`src/wtcp_pkg.sv`:
```
`default_nettype none
package wtcp_pkg;

  // Default geometry
  localparam int CELLS_DEF    = 1024;
  localparam int CHANNELS_DEF = 4;

  // Field widths
  localparam int CH_W     = 2;
  localparam int IDX_W    = 10;
  localparam int WIDTH_W  = 24;
  localparam int SAMPLE_W = 16;
  localparam int TRIG_W   = 10;
  localparam int RANGE_W  = 10;
  localparam int TIME_W   = 34;
  localparam int MV_W     = 28;
  localparam int PEAK_W   = 27;

  // Packed channel widths
  localparam int IN_TDATA_W  = 72;
  localparam int OUT_TDATA_W = 128;

  // Input tdata offsets
  localparam int CH_LSB     = 0;
  localparam int IDX_LSB    = CH_LSB + CH_W;
  localparam int WIDTH_LSB  = IDX_LSB + IDX_W;
  localparam int SAMPLE_LSB = WIDTH_LSB + WIDTH_W;
  localparam int TRIG_LSB   = SAMPLE_LSB + SAMPLE_W;
  localparam int RANGE_LSB  = TRIG_LSB + TRIG_W;

  // Item kinds carried on in_tuser
  localparam logic MODE_LOAD   = 1'b0;
  localparam logic MODE_SAMPLE = 1'b1;

  // Double-mode decision limits on the last calibration entry
  localparam logic [WIDTH_W-1:0] WIDE_LIMIT   = 24'd655360;
  localparam logic [WIDTH_W-1:0] NARROW_LIMIT = 24'd655;

  localparam logic [SAMPLE_W-1:0] MV_SCALE   = 16'd1000;
  localparam int                  RANGE_BIAS = 500;

  // Sample transaction handed from the front end to the accumulator
  typedef struct packed {
    logic            width_ok;
    logic [MV_W-1:0] mv;
    logic            last;
  } wtcp_item_t;

endpackage
`default_nettype wire

```
`src/wtcp_front.sv`:
```
`default_nettype none
module wtcp_front
  import wtcp_pkg::*;
#(
  parameter int CELLS    = CELLS_DEF,
  parameter int CHANNELS = CHANNELS_DEF,
  parameter int AW       = $clog2(CELLS * CHANNELS)
) (
  input  wire logic                  clk,
  input  wire logic                  rst_n,
  input  wire logic                  accept,
  input  wire logic                  mode,
  input  wire logic [IN_TDATA_W-1:0] data,
  input  wire logic                  last,
  output logic                       wr_en,
  output logic      [AW-1:0]         wr_addr,
  output logic      [WIDTH_W-1:0]    wr_data,
  output logic                       rd_en,
  output logic      [AW-1:0]         rd_addr,
  output wtcp_item_t                 item
);

  localparam int CW      = $clog2(CELLS);
  localparam int RCP_SH  = 24;
  localparam int RCP     = ((1 << RCP_SH) + CELLS - 1) / CELLS;
  localparam int PROD_W  = TRIG_W + RCP_SH + 1;

  logic [CH_W-1:0]     ch;
  logic [IDX_W-1:0]    idx;
  logic [WIDTH_W-1:0]  wval;
  logic [SAMPLE_W-1:0] smp;
  logic [TRIG_W-1:0]   trig;
  logic [RANGE_W-1:0]  rng;

  logic                ch_ok;
  logic                idx_ok;
  logic                dbl;
  logic [PROD_W-1:0]   prod;
  logic [31:0]         trig_rem;
  logic [CW-1:0]       trig_mod;
  logic [CW:0]         cell_sum;
  logic [CW-1:0]       cell_wrap;
  logic [CW-1:0]       rd_cell;
  logic [11:0]         rng_off;
  logic [MV_W-1:0]     smp_scaled;

  logic [CW-1:0]       pos_r;
  logic [CW-1:0]       pos_nxt;
  logic [CHANNELS-1:0] dbl_r;
  logic [CHANNELS-1:0] dbl_nxt;

  assign ch   = data[CH_LSB +: CH_W];
  assign idx  = data[IDX_LSB +: IDX_W];
  assign wval = data[WIDTH_LSB +: WIDTH_W];
  assign smp  = data[SAMPLE_LSB +: SAMPLE_W];
  assign trig = data[TRIG_LSB +: TRIG_W];
  assign rng  = data[RANGE_LSB +: RANGE_W];

  assign ch_ok  = 32'(ch) < 32'(CHANNELS);
  assign idx_ok = 32'(idx) < 32'(CELLS);

  // Trigger cell modulo CELLS by reciprocal multiply; exact for 10-bit cells
  always_comb begin
    prod     = PROD_W'(trig) * PROD_W'(RCP);
    trig_rem = 32'(trig) - 32'(prod[PROD_W-1:RCP_SH]) * 32'(CELLS);
    trig_mod = trig_rem[CW-1:0];
  end

  always_comb begin
    cell_sum = {1'b0, pos_r} + {1'b0, trig_mod};
    if (cell_sum >= (CW+1)'(CELLS)) begin
      cell_wrap = CW'(cell_sum - (CW+1)'(CELLS));
    end else begin
      cell_wrap = cell_sum[CW-1:0];
    end
    dbl = ch_ok && dbl_r[ch];
    // Fold the upper half onto the lower half in double mode
    if (dbl && (cell_wrap >= CW'(CELLS / 2))) begin
      rd_cell = cell_wrap - CW'(CELLS / 2);
    end else begin
      rd_cell = cell_wrap;
    end
  end

  assign rd_en   = accept && (mode == MODE_SAMPLE);
  assign rd_addr = AW'(32'(ch) * 32'(CELLS) + 32'(rd_cell));

  assign wr_en   = accept && (mode == MODE_LOAD) && ch_ok && idx_ok;
  assign wr_addr = AW'(32'(ch) * 32'(CELLS) + 32'(idx));
  assign wr_data = wval;

  // Millivolts in 2^-16 mV: sample*1000 + (range-500)*65536
  always_comb begin
    rng_off    = {{2{rng[RANGE_W-1]}}, rng} - 12'(RANGE_BIAS);
    smp_scaled = MV_W'(smp) * MV_W'(MV_SCALE);
    item.mv       = smp_scaled + {rng_off, 16'b0};
    item.width_ok = ch_ok;
    item.last     = last;
  end

  always_comb begin
    pos_nxt = pos_r;
    if (rd_en) begin
      if (last || (pos_r == CW'(CELLS - 1))) begin
        pos_nxt = '0;
      end else begin
        pos_nxt = pos_r + CW'(1);
      end
    end
  end

  always_comb begin
    dbl_nxt = dbl_r;
    if (wr_en && (32'(idx) == 32'(CELLS - 1))) begin
      dbl_nxt[ch] = (wval > WIDE_LIMIT) || (wval <= NARROW_LIMIT);
    end
  end

  always_ff @(posedge clk) begin
    if (!rst_n) begin
      pos_r <= '0;
      dbl_r <= '0;
    end else begin
      pos_r <= pos_nxt;
      dbl_r <= dbl_nxt;
    end
  end

endmodule
`default_nettype wire

```
`config.mk`:
```
export PLATFORM = sky130hd
export DESIGN_NAME = wtcp_front
export DESIGN_NICKNAME = d
export VERILOG_FILES = /design/src/wtcp_pkg.sv /design/src/wtcp_front.sv
export SDC_FILE = /design/constraint.sdc
export NUM_CORES = 1
export LEC_CHECK = 0
export BUFFER_PORTS_ARGS = -buffer_cell sky130_fd_sc_hd__buf_2
export CAP_MARGIN = 20
export CORE_MARGIN = 2
export CORE_UTILIZATION = 30
export CTS_BUF_LIST = sky130_fd_sc_hd__clkbuf_2 sky130_fd_sc_hd__clkbuf_4 sky130_fd_sc_hd__clkbuf_8
export DETAILED_ROUTE_END_ITERATION = 8
export PLACE_DENSITY = 0.61
export REMOVE_ABC_BUFFERS = 1
export SLEW_MARGIN = 20
export SYNTH_ARGS = -nofsm -noshare
export SYNTH_HDL_FRONTEND = slang
export SYNTH_SLANG_ARGS = --single-unit
export TNS_END_PERCENT = 100
```
`constraint.sdc`:
```
create_clock -name clk -period 16.95 [get_ports clk]
set_clock_uncertainty 0.15 [all_clocks]
set_input_delay 2.5425 -clock clk [delete_from_list [all_inputs] [get_ports clk]]
set_output_delay 2.5425 -clock clk [all_outputs]
set_load 0.05 [all_outputs]
```
# Yosys cells after proc, flatten, opt, wreduce, memory -nomap -nowiden

Cells that the tools add are included.
W data, S select, Z words.

Input port bits: 77
Word-level logic and storage cells: 35
Register bits: 14
RAM bits: 0
Bits in latches: 0
Memories kept: 0
ROM bits: 0

Multiply operators: 1
Add/sub/neg operators: 8
Equal/unequal tests: 2
Mux-type cells: 8
Div/mod/pow operators: 0
Order comparisons: 6
Shift-type cells: 0
Reduce and logical (&&, ||, !) cells: 7
Bitwise gates (word level): 1

Operators by type and width:

| kind                     | number |
|---|---|
| $mux W10                 | 3 |
| $add A27 B27 Y28         | 1 |
| $add A12 B10 Y12         | 2 |
| $gt A24 B20 Y1 const B   | 1 |
| $le A24 B10 Y1 const B   | 1 |
| $mul A16 B7 Y23 const B  | 1 |
| $eq A10 B10 Y1 const B   | 2 |
| $add A10 B10 Y11         | 1 |
| $ge A11 B11 Y1 const B   | 1 |
| $sub A10 B10 Y11 const B | 1 |
| $add A10 B1 Y10 const B  | 1 |
| $ge A10 B10 Y1 const B   | 1 |
| $sub A10 B1 Y10 const B  | 1 |
| $sub A10 B10 Y10 const B | 1 |
| $logic_and A1 B1 Y1      | 5 |
| $bwmux W4                | 1 |
| $lt A2 B3 Y1 const B     | 1 |
| $bmux W1 S2              | 1 |
| $demux W1 S2             | 1 |
| $ge A2 B1 Y1 const B     | 1 |
| $logic_or A1 B1 Y1       | 2 |
| $mux W1                  | 2 |
| $not A1 Y1               | 1 |

# Logic depth before layout (Yosys ltp)

Gate-level depths: netlist of the first run.

Depth after elaboration: 7
Mapped depth: 23

# Least setup slack after synthesis of the first run

OpenSTA, ideal clock, no wires.

Kind: input port to output port
Start point: in data[37]
End point: out item[27] in the netlist's numbering
Buffers on the path: 0
Data arrival time: 8.387 ns
Setup slack: 5.870 ns
Data required time: 14.258 ns
Stages on the path: 23
Cell sequence: inv_1 > fa_1 > inv_1 > ha_1 > xnor2_1 > fa_1 > fa_1 > inv_1 > ha_1 > a21o_1 > a311oi_1 > o21ai_1 > a21oi_1 > xnor2_1 > ha_1 > inv_1 > fa_1 > inv_1 > a21o_1 > a21oi_1 > o211ai_1 > a2111oi_0 > nor3b_1

RTL lines:

| what        | RTL line         | text |
|---|---|---|
| from (decl) | wtcp_front.sv:13 | `input wire logic [IN_TDATA_W-1:0] data,` |
| to (decl)   | wtcp_front.sv:20 | `output wtcp_item_t item` |

==> impl_metrics.py, run 1 <==
metrics = {
    "floorplan": {
        "start_util_pct": 30.3,
        "fp.dieH_um": 130,
        "dieArea_sq_mm": 0.0169,
        "num_rows": 46,
        "die_w_um": 130,
        "coreArea_sq_mm": 0.0157,
        "io_pins": 157,
    },
    "final_layout": {
        "fin_nets": 874,
        "layout_commonest_cell": "buf_2",
        "area_delta_synth_final_pct": 15.7,
        "drive_gt1_share_pct": 25.3,
        "layout_common_cells": "buf_2, inv_1, ha_1",
    },
    "synth": {
        "ys_warn_count": 0,
        "ys_seq_area_share_pct": 5.88,
        "synthArstFlopShare_pct": 0,
        "synth_edf_count": 0,
        "ys_seq_elements": 14,
        "synth_ff_type": "dfxtp_1",
        "ys_types": 65,
        "synthCells": 556,
        "avgSynthCellArea_sq_um": 8.57,
        "synth_area_sq_mm": 0.00476,
    },
    "timing": {
        "finalMaxSlewViolations": 0,
        "setup_tns_ns": 0,
        "max_freq_ghz": 0.0904,
        "fin_ws_ns": 5.88,
        "fin_crit_sh_pct": 65.3,
        "setup_viol": 0,
        "slew_headroom_pct": 51.3,
        "worst_pin_slew_ns": 0.725,
        "min_period_ns": 11.07,
        "rsz0062_at_grt": "false",
        "hold_viol": 0,
    },
    "detailed_routing": {
        "drc": 0,
        "drt-total-wl_um": 10500,
        "wl_per_cell_um": 11.8,
        "antenna_left": 0,
        "vias_per_cell": 4.54,
        "drt_first_iter_violations": 143,
        "via_count": 4009,
        "firstDrtPassIters": 4,
    },
    "worst_setup_path": {
        "crit_arrival_ns": 8.37,
        "cp-end-kind": "output port",
        "start_kind": "primary input",
        "critical_path_required_ns": 14.26,
        "crit_path_max_fanout": 5,
        "worstSetupPathType": "primary input to output port",
    },
    "run": {
        "cap_violations": 0,
    },
    "clock_network": {
        "cts.repair.resized": 0,
        "cts_buffer_depth": 2,
        "cts_made_buffers": 3,
        "hold_buffers": 0,
        "cts_root_buffer": "clkbuf_8",
        "clk_pin_slew_worst_paths_ns": 0.06,
        "post_cts_buffers": 0,
        "cts.sinks": 14,
        "clkLatencyLatePin_ns": 0.25,
        "htree_num_levels": 1,
        "cts_tree": "done",
    },
    "global_route": {
        "grt_antenna_before_repair": 1,
        "grt_pass1_vias": 3755,
        "grt_max_degree": 12,
        "grt_usage_pct": 12.1,
        "grt_pass1_wl_um": 17100,
        "overflow": 0,
    },
    "worst_hold_path": {
        "hold_path_class": "register to register",
    },
    "placement": {
        "dp_hpwl_um": 9530,
        "port_buffers": 152,
        "pre_cts_ws_ns": 5.86,
        "gp_congestion": 0.772,
    },
    "run_status": {
        "status": "completed",
    },
}
[final cells by class]
| cell class | count | area, sq um |
|---|---|---|
| inverter | 97 | 364 |
| timing repair buffer | 152 | 761 |
| sequential | 14 | 280 |
| tap | 216 | 270 |
| clock buffer | 4 | 55.1 |
| multi-input combinational | 400 | 3780 |
| fill | 1640 | 10200 |
| antenna | 1 | 2.50 |
[per-stage QoR]
step	std cells	area (sq um)	utilization (%)	hold WS, ns
after floorplan	511	4430	-	0.352
after global placement	879	5460	34.7	0.380
after detailed placement	879	5460	34.7	0.381
after CTS	883	5510	35.1	0.394
after global routing	883	5510	35.1	0.437
final	884	5510	35.1	0.395
[cells by family after synthesis]
logic type / Yosys count / share of synthesized area [%]
AOI/OAI and AO/OA: 96 / 13.9
xor gates and xnor gates: 46 / 8.46
adders and majority gates: 129 / 42.5
buffers and inverters: 144 / 14.9
DFF: 14 / 5.88
muxes: 4 / 1.13
other: 2 / 0.158
and+or+nand+nor: 121 / 13.0
[cells in the mapped netlist, types with 3 or more instances]
master | instances | share of area (%)
nor2_1 | 33 | 2.6
o211ai_1 | 4 | 0.63
nand2b_1 | 4 | 0.53
o21ai_1 | 3 | 0.32
fa_1 | 55 | 23
a21o_1 | 10 | 1.6
nand4_1 | 6 | 0.79
buf_4 | 45 | 7.1
a31oi_1 | 5 | 0.66
and3_1 | 3 | 0.39
a21oi_1 | 24 | 2.5
nor3_1 | 16 | 1.7
inv_1 | 97 | 7.6
o21a_1 | 3 | 0.47
nand3_1 | 9 | 0.95
o21ai_0 | 17 | 1.8
nand2_1 | 27 | 2.1
dfxtp_1 | 14 | 5.9
xor2_1 | 14 | 2.6
ha_1 | 74 | 19
or3_1 | 3 | 0.39
xnor2_1 | 32 | 5.9
nor2b_1 | 5 | 0.66
[worst max-delay path, cell delays in order]
cell	delay, ns
buf_2	0.14
inv_1	0.10
fa_1	0.51
inv_1	0.04
ha_1	0.30
xnor2_1	0.19
fa_1	0.46
fa_1	0.51
inv_1	0.04
ha_1	0.35
a21o_1	0.25
a311oi_1	0.39
o21ai_1	0.18
a21oi_1	0.32
xnor2_1	0.16
ha_1	0.19
inv_1	0.06
fa_1	0.40
inv_1	0.07
a21o_1	0.11
a21oi_1	0.10
o211ai_1	0.29
a2111oi_0	0.16
nor3b_1	0.21
buf_2	0.29
[sequential cells by signal, summed over array words and instances, names as in the netlist]
name and flops:
pos_r 10, dbl_r 4
[path summary, 6_finish.rpt]
check                           startpoint  endpoint  slack (ns)  depth (start not counted)
worst max-delay path              data[38]  item[27]        5.88                         25
worst max register to register    pos_r[1]  pos_r[2]       15.02                          6
worst min-delay path              dbl_r[0]  dbl_r[0]        0.39                          2
worst min register to register    dbl_r[0]  dbl_r[0]        0.39                          2
[layer usage]
metal	GRT usage (%)	vias to the layer above	part of all wire [%]
li1	-	2055	-
met1	17.6	1878	51
met2	20.4	67	46
met3	0.820	9	2.3
met4	1.64	0	0.83
met5	0	-	0
Power of run 1 is left out: the tool's default activity adds up to more than one toggle a clock period on the data nets, which glitch-free logic cannot reach.
==> inputs of run 2 (changes only) <==
clock period = 11.4 ns   (was 16.95 ns; I/O delays follow)
==> run 2 against run 1 <==
Critical path depth down 2. Clock-buffer cell count is the same. Hold slack improved by 0.0026 ns. First-iteration DRC count decreased by 6.3%. Routed wire length grew 0.24%.
==> impl_metrics.py, run 2 (same netlist as run 1, synthesis figures left out) <==
metrics = {
    "clock_network": {
        "clk_pin_slew_worst_paths_ns": 0.06,
        "cts_tree": "done",
        "cts.repair.resized": 0,
        "cts_root_buffer": "clkbuf_8",
        "post_cts_buffers": 0,
        "htree_num_levels": 1,
        "cts_made_buffers": 3,
        "clkLatencyLatePin_ns": 0.25,
        "hold_buffers": 0,
        "cts_buffer_depth": 2,
        "cts.sinks": 14,
    },
    "timing": {
        "hold_viol": 0,
        "max_freq_ghz": 0.106,
        "fin_hold_ws_ns": 0.397,
        "setup_viol": 0,
        "worst_pin_slew_ns": 0.718,
        "min_period_ns": 9.40,
        "finalMaxSlewViolations": 0,
        "slew_headroom_pct": 52.0,
        "fin_crit_sh_pct": 82.5,
        "setup_tns_ns": 0,
        "rsz0062_at_grt": "false",
    },
    "floorplan": {
        "start_util_pct": 30.3,
        "fp.dieH_um": 130,
        "die_w_um": 130,
        "io_pins": 157,
        "coreArea_sq_mm": 0.0157,
        "dieArea_sq_mm": 0.0169,
        "num_rows": 46,
    },
    "worst_setup_path": {
        "start_kind": "primary input",
        "cp_cell_sequence": "buf_2, inv_1, fa_1, inv_1, ha_1, xnor2_1, fa_1, fa_1, inv_1, ha_1, a21o_1, a311oi_1, o21ai_1, a21oi_1, nor4b_1, a311o_1, ha_1, a21o_1, a21oi_1, o211ai_1, a2111oi_0, nor3b_1, buf_2",
        "critical_path_required_ns": 9.54,
        "crit_path_max_fanout": 5,
        "cp-end-kind": "output port",
        "worstSetupPathType": "primary input to output port",
        "worst_path_max_delay_cell": "fa_1",
        "max_stage_delay_ns": 0.51,
        "crit_arrival_ns": 7.54,
    },
    "global_route": {
        "grt_pass1_vias": 3836,
        "grt_antenna_before_repair": 1,
        "grt_pass1_wl_um": 17500,
        "overflow": 0,
        "grt_usage_pct": 12.5,
        "grt_max_degree": 12,
    },
    "run_status": {
        "status": "completed",
    },
    "final_layout": {
        "top_regs": "pos_r: 10 flops, dbl_r: 4 flops",
        "regMostFlops": "pos_r",
        "layout_commonest_cell": "buf_2",
        "fin_nets": 874,
        "utilization_pct": 35.1,
        "fillers": 1669,
        "layout_common_cells": "buf_2, inv_1, ha_1",
        "register_area_sq_um": 280,
        "multi_input_area_sq_mm": 0.00378,
        "largest_register_ffs": 10,
        "drive_gt1_share_pct": 25.3,
        "area_delta_synth_final_pct": 15.7,
    },
    "placement": {
        "gp_congestion": 0.769,
        "dp_hpwl_um": 9550,
        "port_buffers": 152,
    },
    "run": {
        "cap_violations": 0,
    },
    "detailed_routing": {
        "firstDrtPassIters": 4,
        "drt_first_iter_violations": 134,
        "via_count": 4010,
        "wl_per_cell_um": 11.9,
        "drc": 0,
        "drt-total-wl_um": 10500,
        "antenna_left": 0,
        "vias_per_cell": 4.54,
    },
    "worst_hold_path": {
        "hold_path_class": "register to register",
    },
}
## run 2: cell counts in the layout (fill, tap and decap cells not counted)
No cell type changed its count.
## run 2: critical path, delay by kind of cell
kind                     cells  cell delay (ns)
XOR/XNOR                     1             0.20
adder cells (fa/ha/maj)      6             2.46
buffers and inverters        5             0.55
AND/OR/NAND/NOR              2             0.18
AO/OA/AOI/OAI                9             2.43
## run 2: layout make-up
| cell class | instances | area share (%) |
|---|---|---|
| tap | 216 | 4.90 |
| antenna | 1 | 0.0454 |
| clock buffer | 4 | 0.998 |
| timing repair buffer | 152 | 13.8 |
| inverter | 97 | 6.60 |
| multi-input combinational | 400 | 68.6 |
| sequential | 14 | 5.08 |
## run 2: final timing paths
kind	cells after the start	end	slack, ns	startpoint
min reg2reg	2	dbl_r[1]	0.40	dbl_r[1]
max reg2reg	6	pos_r[9]	9.48	pos_r[1]
max	23	item[27]	2.00	data[38]
min	2	dbl_r[1]	0.40	dbl_r[1]
## run 2: layer usage
metal  up-vias  global-route usage, %  wire [um]
met4         0                   2.15         77
met2        64                   20.8       5000
met5         -                      0          0
li1       2055                      -          -
met3         5                  0.656        276
met1      1886                   18.1       5130
## run 2: per-stage QoR
step,setup WS [ns],cells,cell area (sq um)
global placement,2.06,879,5460
floorplan,1.99,511,4430
global route,1.47,883,5510
finish,2.00,884,5510
detailed placement,2.02,879,5460
CTS,1.99,883,5510
Power of run 2 is left out for the same reason.
==> inputs of run 3 (changes only) <==
PLACE_DENSITY = 0.63   (was 0.61)
clock period = 8.2 ns   (was 11.4 ns; I/O delays follow)
==> run 3 against run 2 <==
Sequential cell count unchanged. Global-route usage rose by 0.26 points. Cell count increased by 3.4%. Hold slack better by 0.0016 ns. Register-to-register slack got worse by 3.2 ns. Worst setup slack worse by 1.8 ns. Routed wire length rose by 4.4%. Sequential share of layout area fell by 0.35 points. Critical path depth down 1. Non-clock buffer count increased by 31. Design area up 7.3%. Critical path type unchanged. Critical endpoint is now item[28].
==> impl_metrics.py, run 3 (same netlist as run 1, synthesis figures left out) <==
metrics = {
    "floorplan": {
        "num_rows": 46,
        "die_w_um": 130,
        "coreArea_sq_mm": 0.0157,
        "fp.dieH_um": 130,
        "start_util_pct": 30.3,
        "dieArea_sq_mm": 0.0169,
        "io_pins": 157,
    },
    "timing": {
        "slew_headroom_pct": 51.1,
        "hold_viol": 0,
        "fin_ws_ns": 0.232,
        "min_period_ns": 7.97,
        "worst_pin_slew_ns": 0.728,
        "setup_viol": 0,
        "max_freq_ghz": 0.125,
        "fin_crit_sh_pct": 97.2,
        "fin_hold_ws_ns": 0.399,
        "finalMaxSlewViolations": 0,
    },
    "global_route": {
        "grt_usage_pct": 12.7,
        "grt_max_degree": 12,
        "grt_antenna_before_repair": 0,
        "grt_pass1_vias": 3938,
        "overflow": 0,
        "grt_pass1_wl_um": 17800,
    },
    "worst_setup_path": {
        "regToRegSetupSlack_ns": 6.26,
        "crit_path_max_fanout": 4,
        "worst_path_max_delay_cell": "fa_1",
        "crit_family": "adder cells",
        "ff2ff_path_depth": 6,
        "crit_arrival_ns": 6.59,
        "r2r-end": "pos_r[7]",
        "cp_cell_sequence": "buf_2, fa_1, inv_2, fa_2, inv_1, fa_2, fa_2, ha_4, a21o_1, buf_4, a211o_1, o2111ai_4, a31o_4, xnor2_2, ha_1, a21o_1, a21o_1, a21oi_1, o21ai_0, a41oi_2, o211a_1, buf_2",
        "max_stage_delay_ns": 0.57,
        "critical_path_required_ns": 6.82,
        "cp-endpoint": "item[28]",
        "worstSetupPathType": "primary input to output port",
        "cp_num_buf_inv": 5,
        "r2r-start": "pos_r[1]",
        "crit_start": "data[38]",
        "cp-end-kind": "output port",
        "start_kind": "primary input",
        "path_depth": 22,
    },
    "placement": {
        "port_buffers": 152,
        "place_area_sq_mm": 0.00561,
        "pre_cts_ws_ns": 0.00404,
        "gp_congestion": 0.829,
        "dp_hpwl_um": 9540,
        "dp_cells": 899,
    },
    "clock_network": {
        "hold_buffers": 0,
        "clkLatencyLatePin_ns": 0.25,
        "cts_made_buffers": 3,
        "clk_pin_slew_worst_paths_ns": 0.06,
        "cts.sinks": 14,
        "cts_buffer_depth": 2,
        "cts_tree": "done",
        "htree_num_levels": 1,
        "cts_root_buffer": "clkbuf_8",
    },
    "final_layout": {
        "diodes": 0,
        "design_area_sq_mm": 0.00592,
        "layout_commonest_cell": "buf_2",
        "regMostFlops": "pos_r",
        "drive_gt1_share_pct": 32.2,
        "layout_common_cells": "buf_2, inv_1, ha_1",
        "largest_register_ffs": 10,
        "instances_no_fill": 914,
        "top_regs": "pos_r: 10 flops, dbl_r: 4 flops",
        "area_delta_synth_final_pct": 24.2,
        "fillers": 1637,
        "fin_nets": 905,
    },
    "worst_hold_path": {
        "hold_path_class": "register to register",
    },
    "detailed_routing": {
        "drc": 0,
        "wl_per_cell_um": 12.0,
        "drt-total-wl_um": 10900,
        "drt_first_iter_violations": 177,
        "antenna_left": 0,
        "vias_per_cell": 4.50,
        "firstDrtPassIters": 4,
        "via_count": 4116,
    },
    "run_status": {
        "status": "completed",
    },
    "run": {
        "cap_violations": 0,
    },
}
## run 3: cell count changes in the layout (fill, tap and decap cells not counted), sizes merged
cell,delta
buf,+29
clkbuf,+2
clkinvlp,+2
diode,-1
inv,-2
## run 3: final cells by class
type | instances | area (sq um) | area share, %
clock buffers | 4 | 55.1 | 0.930
inverters | 97 | 372 | 6.28
multi-input cells | 400 | 3940 | 66.5
flip-flops and latches | 14 | 280 | 4.74
well taps | 216 | 270 | 4.57
repair buffers | 183 | 1000 | 17.0
## run 3: metrics by stage
| step | util (%) | setup TNS (ns) |
|---|---|---|
| detailed placement | 35.7 | 0 |
| finish | 37.7 | 0 |
| floorplan | - | -0.255 |
| CTS | 36.1 | 0 |
| global route | 37.7 | -0.0207 |
| global placement | 35.7 | 0 |
## run 3: what timing repair did
item,4_1_cts,5_1_grt
setup buffers,0,11
pin swaps,0,20
setup endpoints to repair,2,6
resized for setup,1,36
endpoints found under the hold margin,0,0
## run 3: metal layers
layer	GRT usage, %	vias to the layer above	part of all wire, %	wire [um]
li1	-	2122	-	-
met3	0.738	4	2.8	309
met2	20.9	76	48	5210
met5	0	-	0	0
met4	1.52	0	0.42	46
met1	18.9	1914	49	5370
## run 3: how the worst min path moves through the flow
stage | startpoint | end | slack, ns | cells past startpoint
finish | dbl_r[3] | dbl_r[3] | 0.40 | 2
global placement | dbl_r[2] | dbl_r[2] | 0.38 | 2
floorplan | pos_r[6] | pos_r[6] | 0.35 | 2
CTS | dbl_r[1] | dbl_r[1] | 0.39 | 2
global route | dbl_r[1] | dbl_r[1] | 0.43 | 2
detailed placement | dbl_r[0] | dbl_r[0] | 0.38 | 2
## run 3: worst min-delay path, delay by kind of cell (launching register included)
kind	cells	cell delay (ns)
compound gates	2	0.19
flops	1	0.31
Power of run 3 is left out for the same reason.
