## src/wtcp_pkg.sv

```systemverilog
`default_nettype none
package wtcp_pkg;

  // Default geometry
  localparam int CELLS_DEF    = 1024;
  localparam int CHANNELS_DEF = 4;

  // Field widths
  localparam int CH_W     = 2;
  localparam int IDX_W    = 10;
  localparam int WIDTH_W  = 24;
  localparam int SAMPLE_W = 16;
  localparam int TRIG_W   = 10;
  localparam int RANGE_W  = 10;
  localparam int TIME_W   = 34;
  localparam int MV_W     = 28;
  localparam int PEAK_W   = 27;

  // Packed channel widths
  localparam int IN_TDATA_W  = 72;
  localparam int OUT_TDATA_W = 128;

  // Input tdata offsets
  localparam int CH_LSB     = 0;
  localparam int IDX_LSB    = CH_LSB + CH_W;
  localparam int WIDTH_LSB  = IDX_LSB + IDX_W;
  localparam int SAMPLE_LSB = WIDTH_LSB + WIDTH_W;
  localparam int TRIG_LSB   = SAMPLE_LSB + SAMPLE_W;
  localparam int RANGE_LSB  = TRIG_LSB + TRIG_W;

  // Item kinds carried on in_tuser
  localparam logic MODE_LOAD   = 1'b0;
  localparam logic MODE_SAMPLE = 1'b1;

  // Double-mode decision limits on the last calibration entry
  localparam logic [WIDTH_W-1:0] WIDE_LIMIT   = 24'd655360;
  localparam logic [WIDTH_W-1:0] NARROW_LIMIT = 24'd655;

  localparam logic [SAMPLE_W-1:0] MV_SCALE   = 16'd1000;
  localparam int                  RANGE_BIAS = 500;

  // Sample transaction handed from the front end to the accumulator
  typedef struct packed {
    logic            width_ok;
    logic [MV_W-1:0] mv;
    logic            last;
  } wtcp_item_t;

endpackage
`default_nettype wire

```

## src/wtcp_accum.sv

```systemverilog
`default_nettype none
module wtcp_accum
  import wtcp_pkg::*;
(
  input  wire logic               clk,
  input  wire logic               rst_n,
  input  wire logic               item_valid,
  input  wire wtcp_item_t         item,
  output logic                    item_ready,
  input  wire logic [WIDTH_W-1:0] width,
  output logic                    out_valid,
  input  wire logic               out_ready,
  output logic      [TIME_W-1:0]  cell_time,
  output logic      [MV_W-1:0]    millivolts,
  output logic      [PEAK_W-1:0]  peak_magnitude,
  output logic      [TIME_W-1:0]  peak_time,
  output logic                    waveform_end
);

  logic              s2_valid_r;
  logic              s2_valid_nxt;
  wtcp_item_t        s2_item_r;
  logic              s2_adv;

  logic [TIME_W-1:0] acc_r;
  logic [TIME_W-1:0] acc_nxt;
  logic [PEAK_W-1:0] peak_r;
  logic [PEAK_W-1:0] peak_nxt;
  logic [TIME_W-1:0] ptime_r;
  logic [TIME_W-1:0] ptime_nxt;

  logic              out_valid_r;
  logic              out_valid_nxt;
  logic [TIME_W-1:0] ct_r;
  logic [MV_W-1:0]   mv_r;
  logic [PEAK_W-1:0] pk_r;
  logic [TIME_W-1:0] pt_r;
  logic              end_r;

  logic [MV_W-1:0]   mv_abs;
  logic [PEAK_W-1:0] mag;

  assign s2_adv     = s2_valid_r && (!out_valid_r || out_ready);
  assign item_ready = !s2_valid_r || s2_adv;

  always_comb begin
    mv_abs = s2_item_r.mv[MV_W-1] ? (~s2_item_r.mv + MV_W'(1)) : s2_item_r.mv;
    mag    = mv_abs[PEAK_W-1:0];
  end

  always_comb begin
    acc_nxt   = acc_r;
    peak_nxt  = peak_r;
    ptime_nxt = ptime_r;
    if (s2_adv) begin
      if (s2_item_r.last) begin
        acc_nxt   = '0;
        peak_nxt  = '0;
        ptime_nxt = '0;
      end else begin
        // Advance time by this cell's width; unknown channels add nothing
        if (s2_item_r.width_ok) begin
          acc_nxt = acc_r + TIME_W'(width);
        end
        if (mag > peak_r) begin
          peak_nxt  = mag;
          ptime_nxt = acc_r;
        end
      end
    end
  end

  always_comb begin
    s2_valid_nxt = s2_valid_r;
    if (item_ready) begin
      s2_valid_nxt = item_valid;
    end
    out_valid_nxt = out_valid_r;
    if (s2_adv) begin
      out_valid_nxt = 1'b1;
    end else if (out_ready) begin
      out_valid_nxt = 1'b0;
    end
  end

  always_ff @(posedge clk) begin
    if (!rst_n) begin
      s2_valid_r  <= 1'b0;
      out_valid_r <= 1'b0;
      acc_r       <= '0;
      peak_r      <= '0;
      ptime_r     <= '0;
    end else begin
      s2_valid_r  <= s2_valid_nxt;
      out_valid_r <= out_valid_nxt;
      acc_r       <= acc_nxt;
      peak_r      <= peak_nxt;
      ptime_r     <= ptime_nxt;
    end
  end

  always_ff @(posedge clk) begin
    if (item_ready && item_valid) begin
      s2_item_r <= item;
    end
    if (s2_adv) begin
      ct_r  <= acc_r;
      mv_r  <= s2_item_r.mv;
      end_r <= s2_item_r.last;
      if (mag > peak_r) begin
        pk_r <= mag;
        pt_r <= acc_r;
      end else begin
        pk_r <= peak_r;
        pt_r <= ptime_r;
      end
    end
  end

  assign out_valid      = out_valid_r;
  assign cell_time      = ct_r;
  assign millivolts     = mv_r;
  assign peak_magnitude = pk_r;
  assign peak_time      = pt_r;
  assign waveform_end   = end_r;

endmodule
`default_nettype wire

```

## config.mk

```make
export PLATFORM = sky130hd
export DESIGN_NAME = wtcp_accum
export DESIGN_NICKNAME = d
export VERILOG_FILES = /design/src/wtcp_pkg.sv /design/src/wtcp_accum.sv
export SDC_FILE = /design/constraint.sdc
export NUM_CORES = 1
export LEC_CHECK = 0
export BUFFER_PORTS_ARGS = -buffer_cell sky130_fd_sc_hd__buf_2
export CAP_MARGIN = 20
export CORE_MARGIN = 4
export CORE_UTILIZATION = 25
export CTS_BUF_LIST = sky130_fd_sc_hd__clkbuf_8
export DETAILED_ROUTE_END_ITERATION = 8
export SYNTH_ARGS = -nofsm -noshare
export SYNTH_HDL_FRONTEND = slang
export SYNTH_SLANG_ARGS = --single-unit
```

## constraint.sdc

```tcl
create_clock -name clk -period 6 [get_ports clk]
set_input_delay 0.6 -clock clk [delete_from_list [all_inputs] [get_ports clk]]
set_output_delay 0.6 -clock clk [all_outputs]
set_load 0.02 [all_outputs]
```

## Yosys cells after proc, flatten, opt, wreduce, memory -nomap -nowiden

Cells that the tools add are included.

| operators by class | value |
|---|---|
| add/subtract/negate cells | 2 |
| magnitude comparators | 1 |
| multiplexer cells | 9 |
| bitwise logic cells | 1 |
| reduce and logical (&&, ||, !) cells | 9 |

Operator list:

| kind | number |
|---|---|
| $mux 34 | 4 |
| $mux 27 | 3 |
| $add 34x24->34 | 1 |
| $add 27x1->27 const B | 1 |
| $gt 27x27->1 | 1 |
| $not 27->27 | 1 |
| $reduce_bool 2->1 | 2 |
| $logic_and 1x1->1 | 2 |
| $logic_not 1->1 | 2 |
| $logic_or 1x1->1 | 2 |
| $mux 1 | 2 |
| $reduce_and 2->1 | 1 |

| word-level totals | value |
|---|---|
| register bits | 251 |
| input port bits | 58 |
| output and inout port bits | 126 |

## Longest topological paths before layout

Gate-level depths: netlist of run 1.

| depth | value |
|---|---|
| depth after elaboration | 6 |
| depth in mapped cells | 18 |
| depth with buffers taken out | 16 |

## Least setup slack after synthesis of run 1

No wires, ideal clock.

| path | value |
|---|---|
| path type | input-to-reg |
| start | input out_ready |
| end | register acc_r[13] |
| library setup time | 0.128 ns |
| data arrival time | 4.707 ns |
| path slack | 1.165 ns |
| cell stages on the path | 8 |
| path buffers | 1 |
| cell sequence | nand2b_1 -> nand2_1 -> inv_1 -> o21ai_0 -> and2_1 -> clkbuf_1 -> nand2_1 -> o21ai_0 |

| on the way | value |
|---|---|
| word-level cells in the longest chain between the ends | 3 |

Ends and longest elaborated chain:

| what | line | text |
|---|---|---|
| start, declared | wtcp_accum.sv:12 | `input wire logic out_ready,` |
| $logic_or 1x1->1 | wtcp_accum.sv:43 | `assign s2_adv = s2_valid_r && (!out_valid_r \|\| out_ready);` |
| $logic_and 1x1->1 | wtcp_accum.sv:43 |  |
| $reduce_and 2->1 (no source line) | n/a |  |
| end signal, assigned | wtcp_accum.sv:96 | `acc_r <= acc_nxt;` |
| end, declared | wtcp_accum.sv:25 | `logic [TIME_W-1:0] acc_r;` |

No other way between the ends.
A chain may end at the register's enable or synchronous reset.

## Worst setup path in the final report of run 1

| path | value |
|---|---|
| start | register s2_item_r[4] (netlist bit) |
| end | register peak_r[24] |

| on the way | value |
|---|---|
| word-level cells in the longest chain between the ends | 6 |

Ends and longest elaborated chain:

| what | line | text |
|---|---|---|
| start, declared | wtcp_accum.sv:22 | `wtcp_item_t s2_item_r;` |
| start signal, assigned | wtcp_accum.sv:104 | `s2_item_r <= item;` |
| $not 27->27 | wtcp_accum.sv:47 | `mv_abs = s2_item_r.mv[MV_W-1] ? (~s2_item_r.mv + MV_W'(1)) : s2_item_r.mv;` |
| $add 27x1->27 | wtcp_accum.sv:47 |  |
| $mux 27 * | wtcp_accum.sv:47 |  |
| $gt 27x27->1 | wtcp_accum.sv:65 | `if (mag > peak_r) begin` |
| $mux 27 * | n/a |  |
| $mux 27 * | wtcp_accum.sv:56 | `if (s2_item_r.last) begin` |
| end signal, assigned | wtcp_accum.sv:97 | `peak_r <= peak_nxt;` |
| end, declared | wtcp_accum.sv:27 | `logic [PEAK_W-1:0] peak_r;` |

Mark *: on every way between the ends. The rest lies on a longest branch, timed or not.

==> results of run 1 <==
registers in the layout (all words and copies together) (netlist names), 27 cells and up:
| signal | count |
|---|---|
| s2_item_r | 30 |
| peak_r | 27 |
| ptime_r | 34 |
| millivolts | 28 |
| cell_time | 34 |
| acc_r | 34 |
| peak_time | 34 |
| peak_magnitude | 27 |
metrics by stage:
| stage | std cells | total power [uW] | setup WS, ns |
|---|---|---|---|
| floorplan | 898 | 2270 | 1.17 |
| global placement | 1639 | 2430 | 0.713 |
| detailed placement | 1639 | 2440 | 0.609 |
| CTS | 1722 | 4130 | 0.560 |
| global route | 1722 | 4250 | 0.217 |
| finish | 1723 | 4040 | 0.606 |
logic make-up (layout without fill, tap and decap cells):
family                   Yosys count  count (layout)  share of synthesized area (%)
adder cells (fa/ha/maj)           53              53                           6.13
buffers and inverters            103             342                           3.55
multiplexers                      34              34                           3.48
other                              0               1                              0
AO/OA/AOI/OAI                    234             234                           14.9
AND/OR/NAND/NOR                  175             175                           8.05
XOR/XNOR                          48              48                           3.84
flip-flops                       251             251                           60.0
placed cells by master, fill, tap and decap left out, types with 15 or more instances in the layout:
cell type / instances
nor2b_1: 16
nor2_1: 27
xnor2_1: 15
clkbuf_8: 52
mux2_2: 32
edfxtp_1: 154
nand2_1: 65
a22o_1: 61
ha_1: 52
a21oi_1: 37
inv_1: 79
buf_2: 183
dfxtp_1: 97
o21ai_0: 60
xor2_1: 33
power groups by stage:
stage / Combinational, uW / Sequential, uW / Clock [uW]
floorplan: 236 / 2030 / 0
global placement: 439 / 1990 / 0
detailed placement: 445 / 1990 / 0
CTS: 447 / 1950 / 1720
global route: 486 / 1960 / 1800
finish: 436 / 1950 / 1650
layer usage:
layer  track usage (%)  vias up
met2              18.5      193
met1              15.7     3683
met5                 0        -
li1                  -     3740
met3              3.10       49
met4              4.26        0
layout make-up:
type | instances | area [um^2]
sequential | 251 | 6570
clock buffer | 52 | 716
fill | 4447 | 29600
inverter | 67 | 256
timing repair buffer | 192 | 1020
tap | 585 | 732
antenna | 1 | 2.50
multi-input combinational | 544 | 4020
clock inverter | 31 | 214
worst max-delay path by stage:
stage	to	slack, ns	depth (start not counted)
finish	peak_r[24]	0.61	17
detailed placement	peak_r[24]	0.61	17
floorplan	acc_r[13]	1.17	8
global route	peak_r[13]	0.22	17
global placement	peak_r[24]	0.71	17
CTS	peak_r[24]	0.56	17
==> impl_metrics.ini, run 1 <==
[place]
finalWeightedCongestion = 0.757
dpl_cell_area_um2 = 12600
dp_hpwl_mm = 19.8
io_buffers = 183

[routing]
drc = 0
dr_wl_met3_mm = 1.59
top_layer_used = met4
drtIter0Drc = 405
met2_length_mm = 12.8
wirelength_met1_mm = 13.2
drtPass1Iterations = 4
drt-total-wl_mm = 28.4
vias = 7665
vias_per_cell = 4.45
wire_per_inst_um = 16.5
drtAntennaViolNets = 0

[synthesis]
ys_ff_latch = 251
synth_warnings = 0
synth.avg_cell_area_um2 = 12.2
synth_nets = 1009
synth_cell_types = 60
synth_flop_cell = edfxtp_1
synth_edf_count = 154
synth.cells.most_frequent = edfxtp_1 (154), dfxtp_1 (97), inv_1 (67)
synth_top_cells_by_area = edfxtp_1 (42%), dfxtp_1 (18%), ha_1 (5.9%)
syn_inst = 898
synthDominantCellAreaShare_pct = 42.3
ys_seq_area_share_pct = 60.0
synth.most_common_cell = edfxtp_1
synth_largest_area_cell = edfxtp_1
syn_area_um2 = 10900
async_flop_share_pct = 0

[worst_setup_path]
rr_endpoint = peak_r[24]
cp.required_ns = 6.52
slowest_delay_ns = 0.59
setup.worst_path.end_class = flop
worstPathCellList = or4_4, nor4_4, nand3_2, or4_1, o41ai_2, xor2_1, inv_1, ha_1, nand4_1, nor4_1, inv_1, a41oi_1, o31ai_4, buf_12, nor2_4, buf_12, a22o_1
worstReg2RegStart = s2_item_r[4]
cp-startpoint = s2_item_r[4]
critPathArrivalTime_ns = 5.92
cp_max_fo = 64
cp_num_buf_inv = 4
cpMaxStageDelayCell = or4_1
rrSetupSlack_ns = 0.61
critPathTopFamily = simple AND/OR/NAND/NOR gates
worst_setup_path_start_kind = flop
rr_worst_depth = 17
crit_type = flop to flop

[timing]
slew_viol_final = 0
hold_viol = 0
fin_crit_ns = 5.39
rsz0062_at_grt = false
timing.setup.tns_ns = 0
relSlewSlack_pct = 35.4
clock_skew_ns = 0.0274
fmax_mhz = 185
setup_viol = 0
whs_ns = 0.182
worstMarginPinSlew_ns = 0.970
period_share_pct = 89.9

[cts]
cts_setup_buffers = 0
cts_root_buf = clkbuf_8
clkLatencyLatePin_ns = 0.60
path_clk_slew_ns = 0.06
numCtsBuffers = 45
h-tree-depth = 2
tritoncts = built
clkSinkCount = 251
cts_hold_buffers = 0
clk_path_buf_depth = 3
cts_resized = 0

[outcome]
status = finished, final reports clean

[global_route]
grt_first_pass_wirelength_mm = 43.6
gr-total-overflow = 0
grt_pass1_vias = 7647
antenna_found_initial = 0
grt_usage_pct = 11.8
grt_max_degree = 75

[die]
fp.dieW_um = 217
dieArea_um2 = 47200
die_h_um = 217
core_um2 = 43200
pin_count = 184
start_util_pct = 25.3
rows = 76

[hold_path]
min_to = s2_item_r[15]
hp-start = item[15]
hp-class = input port to flop
hold_depth = 1

[pwr]
p_sw_share_pct = 26.1
p_leak_uw = 0.00537
power_per_cell_area_nw_per_um2 = 299
p_int_uw = 2980
clockPowerShare_pct = 40.9
switchingPower_uw = 1050
p_comb_share_pct = 10.8
p_seq_share_pct = 48.3
peakVddDrop_mv = 0.136

[layout]
fin_util_pct = 31.3
nets = 1212
stdcell_area_um2 = 13500
drive_above_1_share_pct = 26.6
syn_to_final_growth_pct = 23.7

[run]
drv_cap = 0
No activity file was read; power rests on OpenSTA's default activity.
==> inputs of run 2 (changes only) <==
- CELL_PAD_IN_SITES_DETAIL_PLACEMENT: not set -> 0
- CELL_PAD_IN_SITES_GLOBAL_PLACEMENT: not set -> 1
- HOLD_SLACK_MARGIN: not set -> 0.1
- PLACE_DENSITY_LB_ADDON: not set -> 0.1
- clock period: 6 -> 4.8 ns (I/O delays scaled with it)
==> impl_metrics.ini, run 2 (synthesized netlist as in run 1, its figures left out) <==
[outcome]
status = finished with violations
violations = negative setup slack

[routing]
drtIter0Drc = 337
drtAntennaViolNets = 0
drtPass1Iterations = 4
drc = 0
wire_per_inst_um = 18.7
drt-total-wl_mm = 34.2
vias_per_cell = 4.43
vias = 8099

[worst_setup_path]
cp.required_ns = 5.14
slowest_delay_ns = 0.65
worstReg2RegStart = s2_item_r[6]
cp-startpoint = s2_item_r[6]
crit_type = flop to flop
path_common_cell = or4_4
setup.worst_path.end_class = flop
cpMaxStageDelayCell = or4_4
cp_max_fo = 7
worstPathCellList = or4_4, nor4_4, nand3_2, or4_4, buf_6, o41ai_4, xor2_1, inv_2, ha_4, nand4_1, nor4_2, inv_1, a41oi_2, o31ai_4, buf_4, buf_12, buf_16, mux2_2
critPathArrivalTime_ns = 5.17
worst_setup_path_start_kind = flop

[die]
start_util_pct = 25.3
dieArea_um2 = 47200
fp.dieW_um = 217
die_h_um = 217
pin_count = 184
core_um2 = 43200
rows = 76

[pwr]
p_int_uw = 3780
p_comb_share_pct = 15.6
peakVddDrop_mv = 0.182
clockPowerShare_pct = 37.8
total_power_uw = 5220
p_seq_share_pct = 46.7
p_sw_share_pct = 27.7
switchingPower_uw = 1450
p_leak_uw = 0.00610
power_per_cell_area_nw_per_um2 = 347

[layout]
final_common_cell = buf_2
final_cell_mix = buf_2 (183), edfxtp_1 (154), dfxtp_1 (97), inv_1 (84), a22o_1 (61)
instances_no_fill = 1828
nets = 1316
drive_above_1_share_pct = 34.1
stdcell_area_um2 = 15100
syn_to_final_growth_pct = 37.6

[place]
finalWeightedCongestion = 0.779
dp_hpwl_mm = 22.1
io_buffers = 183
dpl_cell_area_um2 = 12900
dp_cells = 1672

[global_route]
grt_max_degree = 83
antenna_found_initial = 0
grt_pass1_vias = 8459
grt_first_pass_wirelength_mm = 50.0
grt_usage_pct = 13.6
gr-total-overflow = 0

[timing]
whs_ns = 0.211
fmax_mhz = 207
period_share_pct = 101
hold_viol = 0
setup_viol = 3
setup_ws_ns = -0.0284
rsz0062_at_grt = true
clock_skew_ns = 0.0271
relSlewSlack_pct = 38.7
slew_viol_final = 0
worstMarginPinSlew_ns = 0.919
fin_crit_ns = 4.83

[hold_path]
hp-start = item_valid
hp-class = input port to flop

[cts]
cts_root_buf = clkbuf_8
tritoncts = built
clk_path_buf_depth = 3
clkSinkCount = 251
clkLatencyLatePin_ns = 0.61
path_clk_slew_ns = 0.06
h-tree-depth = 2
numCtsBuffers = 47

[run]
drv_cap = 0
[run 2: cell count changes in the layout (fill, tap and decap cells not counted), sizes merged]
cell,delta
dlygate4sd3,+30
inv,+6
clkinvlp,-4
clkinv,+4
bufinv,-2
clkbuf,+10
buf,+61
[run 2: power groups by stage]
stage               Combinational, uW  Sequential [uW]  Clock (uW)
floorplan                         295             2540           0
global placement                  617             2480           0
detailed placement                610             2480           0
CTS                               724             2440        2060
global route                      887             2450        2160
finish                            813             2440        1970
[run 2: final timing paths]
check / to / slack [ns] / cells past startpoint
max: peak_time[33] / -0.03 / 18
min: s2_valid_r / 0.21 / 3
max reg2reg: peak_time[33] / -0.03 / 18
min reg2reg: peak_r[2] / 0.47 / 1
[run 2: through the flow]
step / TNS (ns) / utilization [%] / setup slack (ns)
final: -0.0438 / 34.9 / -0.0284
after global routing: -19.39 / 34.9 / -0.253
after CTS: 0 / 33.5 / 0.00142
after detailed placement: -8.85 / 29.9 / -0.159
after global placement: -4.25 / 29.9 / -0.0977
after floorplan: 0 / - / 0.0852
[run 2: what timing repair did]
| item | CTS | global route |
|---|---|---|
| gates resized for setup | 30 | 82 |
| hold buffers | 30 | 0 |
| endpoints found under the hold margin | 30 | 0 |
| setup endpoints to repair | 111 | 122 |
| gates cloned | 3 | 14 |
| buffers inserted | 18 | 10 |
| pin swaps | 17 | 70 |
[run 2: critical path: cells and delay by family, from the launching register on]
| family | cells | cell delay, ns |
|---|---|---|
| adders and majority gates | 1 | 0.27 |
| AOI/OAI and AO/OA | 3 | 0.55 |
| and+or+nand+nor | 6 | 2.03 |
| xor gates and xnor gates | 1 | 0.25 |
| DFF | 1 | 0.38 |
| muxes | 1 | 0.27 |
| buffers and inverters | 6 | 0.78 |
[run 2: layout make-up]
type,count,area (um^2)
Fill cell,4396,28100
Sequential cell,251,6570
Multi-Input combinational cell,544,4350
Timing Repair Buffer,294,2270
Tap cell,585,732
Clock buffer,51,702
Inverter,67,256
Clock inverter,35,169
Antenna cell,1,2.50
[run 2: per-layer routing]
layer / track usage (%) / part of all wire, %
met4: 4.35 / 1.9
met1: 17.7 / 45
met3: 2.71 / 4.5
met5: 0 / 0
met2: 23.0 / 48
==> inputs of run 3 (changes only) <==
--- a/config.mk
+++ b/config.mk
@@ -7,3 +7,2 @@
 export LEC_CHECK = 0
-export BUFFER_PORTS_ARGS = -buffer_cell sky130_fd_sc_hd__buf_2
 export CAP_MARGIN = 20
@@ -15,2 +14,3 @@
 export DETAILED_ROUTE_END_ITERATION = 8
+export DONT_BUFFER_PORTS = 1
 export HOLD_SLACK_MARGIN = 0.1
--- a/constraint.sdc
+++ b/constraint.sdc
@@ -3,2 +3,2 @@
 set_output_delay 0.48 -clock clk [all_outputs]
-set_load 0.02 [all_outputs]
+set_load 0.1 [all_outputs]
==> impl_metrics.ini, run 3 (synthesized netlist as in run 1, its figures left out) <==
[timing]
hold_viol = 0
fmax_mhz = 210
rsz0062_at_grt = true
worstMarginPinSlew_ns = 1.11
period_share_pct = 99.4
clock_skew_ns = 0.0317
relSlewSlack_pct = 25.8
timing.setup.tns_ns = 0
fin_crit_ns = 4.77
slew_viol_final = 0
setup_viol = 0

[layout]
nets = 1141
syn_to_final_growth_pct = 27.7
final_cell_mix = edfxtp_1 (154), dfxtp_1 (97), inv_1 (89), nand2_1 (65), a22o_1 (61)
instances_no_fill = 1653
multi_input_area_um2 = 4210
fillers = 4421
drive_above_1_share_pct = 20.9
final_common_cell = edfxtp_1
regArea_um2 = 6570

[hold_path]
min_to = s2_valid_r
hp-class = input port to flop
hold_depth = 3
hp-start = out_ready

[worst_setup_path]
critPathArrivalTime_ns = 5.12
setup.worst_path.end_class = flop
rr_endpoint = peak_time[31]
worst_setup_path_start_kind = flop
cp_max_fo = 7
cp.required_ns = 5.15
cpMaxStageDelayCell = or4_4
rrSetupSlack_ns = 0.03
worstReg2RegStart = s2_item_r[3]
worstPathCellList = or4_4, nor4_4, nand3_2, or4_4, o21ai_1, xor2_1, inv_1, ha_1, a21o_1, a21o_1, a21oi_2, a211oi_2, o31ai_4, buf_6, buf_12, buf_16, mux2_2
crit_type = flop to flop
rr_worst_depth = 17
slowest_delay_ns = 0.57

[cts]
cts_root_buf = clkbuf_8
h-tree-depth = 2
clk_path_buf_depth = 3
numCtsBuffers = 48
clkLatencyLatePin_ns = 0.61
clkSinkCount = 251
path_clk_slew_ns = 0.06
tritoncts = built

[routing]
wire_per_inst_um = 20.4
drtAntennaViolNets = 0
drt-total-wl_mm = 33.7
vias_per_cell = 4.49
vias = 7421
drtIter0Drc = 263
drc = 0
drtPass1Iterations = 5

[die]
rows = 76
core_um2 = 43200
die_h_um = 217
dieArea_um2 = 47200
start_util_pct = 25.3
pin_count = 184
fp.dieW_um = 217

[place]
dp_cells = 1497
dp_hpwl_mm = 21.3
finalWeightedCongestion = 0.738
io_buffers = 0

[run]
drv_cap = 0

[global_route]
grt_first_pass_wirelength_mm = 50.2
antenna_found_initial = 0
grt_max_degree = 44
gr-total-overflow = 0
grt_usage_pct = 13.9
grt_pass1_vias = 7743

[pwr]
power_per_cell_area_nw_per_um2 = 393
p_leak_uw = 0.00533
peakVddDrop_mv = 0.138

[outcome]
status = finished, final reports clean
run 3: cell count changes in the layout (fill, tap and decap cells not counted), moves of 4 or more:
cell	before	now
buf_16	3	7
buf_2	183	0
buf_4	44	60
clkbuf_16	11	3
clkinv_1	6	2
inv_1	84	89
nand2_1	57	65
nand2_2	6	0
nor2_1	21	25
o21ai_0	37	46
o21ai_1	13	9
run 3: routing by layer:
metal | GRT usage [%] | share of wire, % | up-vias
met4 | 3.92 | 2.3 | 0
met2 | 23.4 | 48 | 157
met5 | 0 | 0 | -
met1 | 17.1 | 43 | 3622
li1 | - | - | 3592
met3 | 4.76 | 6.3 | 50
run 3: through the flow:
step / setup WS [ns] / cell area, um^2 / utilization (%) / power [uW] / hold WS, ns
2_1_floorplan: 0.106 / 10900 / - / 3140 / 0.424
3_3_place_gp: -0.232 / 12000 / 27.8 / 3340 / 0.450
3_5_place_dp: -0.193 / 12000 / 27.8 / 3340 / 0.451
4_1_cts: -0.0512 / 13700 / 31.7 / 5560 / 0.117
5_1_grt: -0.205 / 14000 / 32.4 / 5790 / 0.151
6_report: 0.0275 / 14000 / 32.4 / 5500 / 0.189
run 3: timing repair:
item | CTS | global route
hold buffers | 33 | 0
endpoints found under the hold margin | 44 | 0
pin swaps | 7 | 31
setup endpoints to repair | 118 | 121
gates resized for setup | 23 | 45
gates cloned | 6 | 3
setup buffers | 19 | 8
run 3: worst max path at each step:
stage	start	to	slack, ns
floorplan	s2_item_r[4]	peak_time[0]	0.11
global placement	s2_item_r[6]	peak_time[19]	-0.23
detailed placement	s2_item_r[6]	peak_time[19]	-0.19
CTS	s2_item_r[6]	peak_time[31]	-0.05
global route	s2_item_r[3]	ptime_r[24]	-0.21
finish	s2_item_r[3]	peak_time[31]	0.03
run 3: cell type report:
| class | count | area share [%] |
|---|---|---|
| antenna | 1 | 0.0179 |
| clock inverter | 35 | 1.40 |
| multi-input combinational | 544 | 30.2 |
| tap | 585 | 5.24 |
| inverter | 67 | 1.83 |
| sequential | 251 | 47.0 |
| timing repair buffer | 118 | 9.24 |
| clock buffer | 52 | 5.12 |
run 3: report_power, final:
| part | internal [uW] | leakage [uW] | switching [uW] | total [uW] |
|---|---|---|---|---|
| Combinational | 290 | 0.00250 | 343 | 633 |
| Sequential | 2390 | 0.00227 | 426 | 2820 |
| Clock | 1100 | 0.000557 | 946 | 2050 |
run 3: worst max-delay path: cells and delay by family, from the launching register on:
kind | cells | cell delay (ns)
and+or+nand+nor | 4 | 1.60
AOI/OAI and AO/OA | 6 | 1.15
buffers and inverters | 4 | 0.54
DFF | 1 | 0.39
muxes | 1 | 0.32
adders and majority gates | 1 | 0.29
xor gates and xnor gates | 1 | 0.21
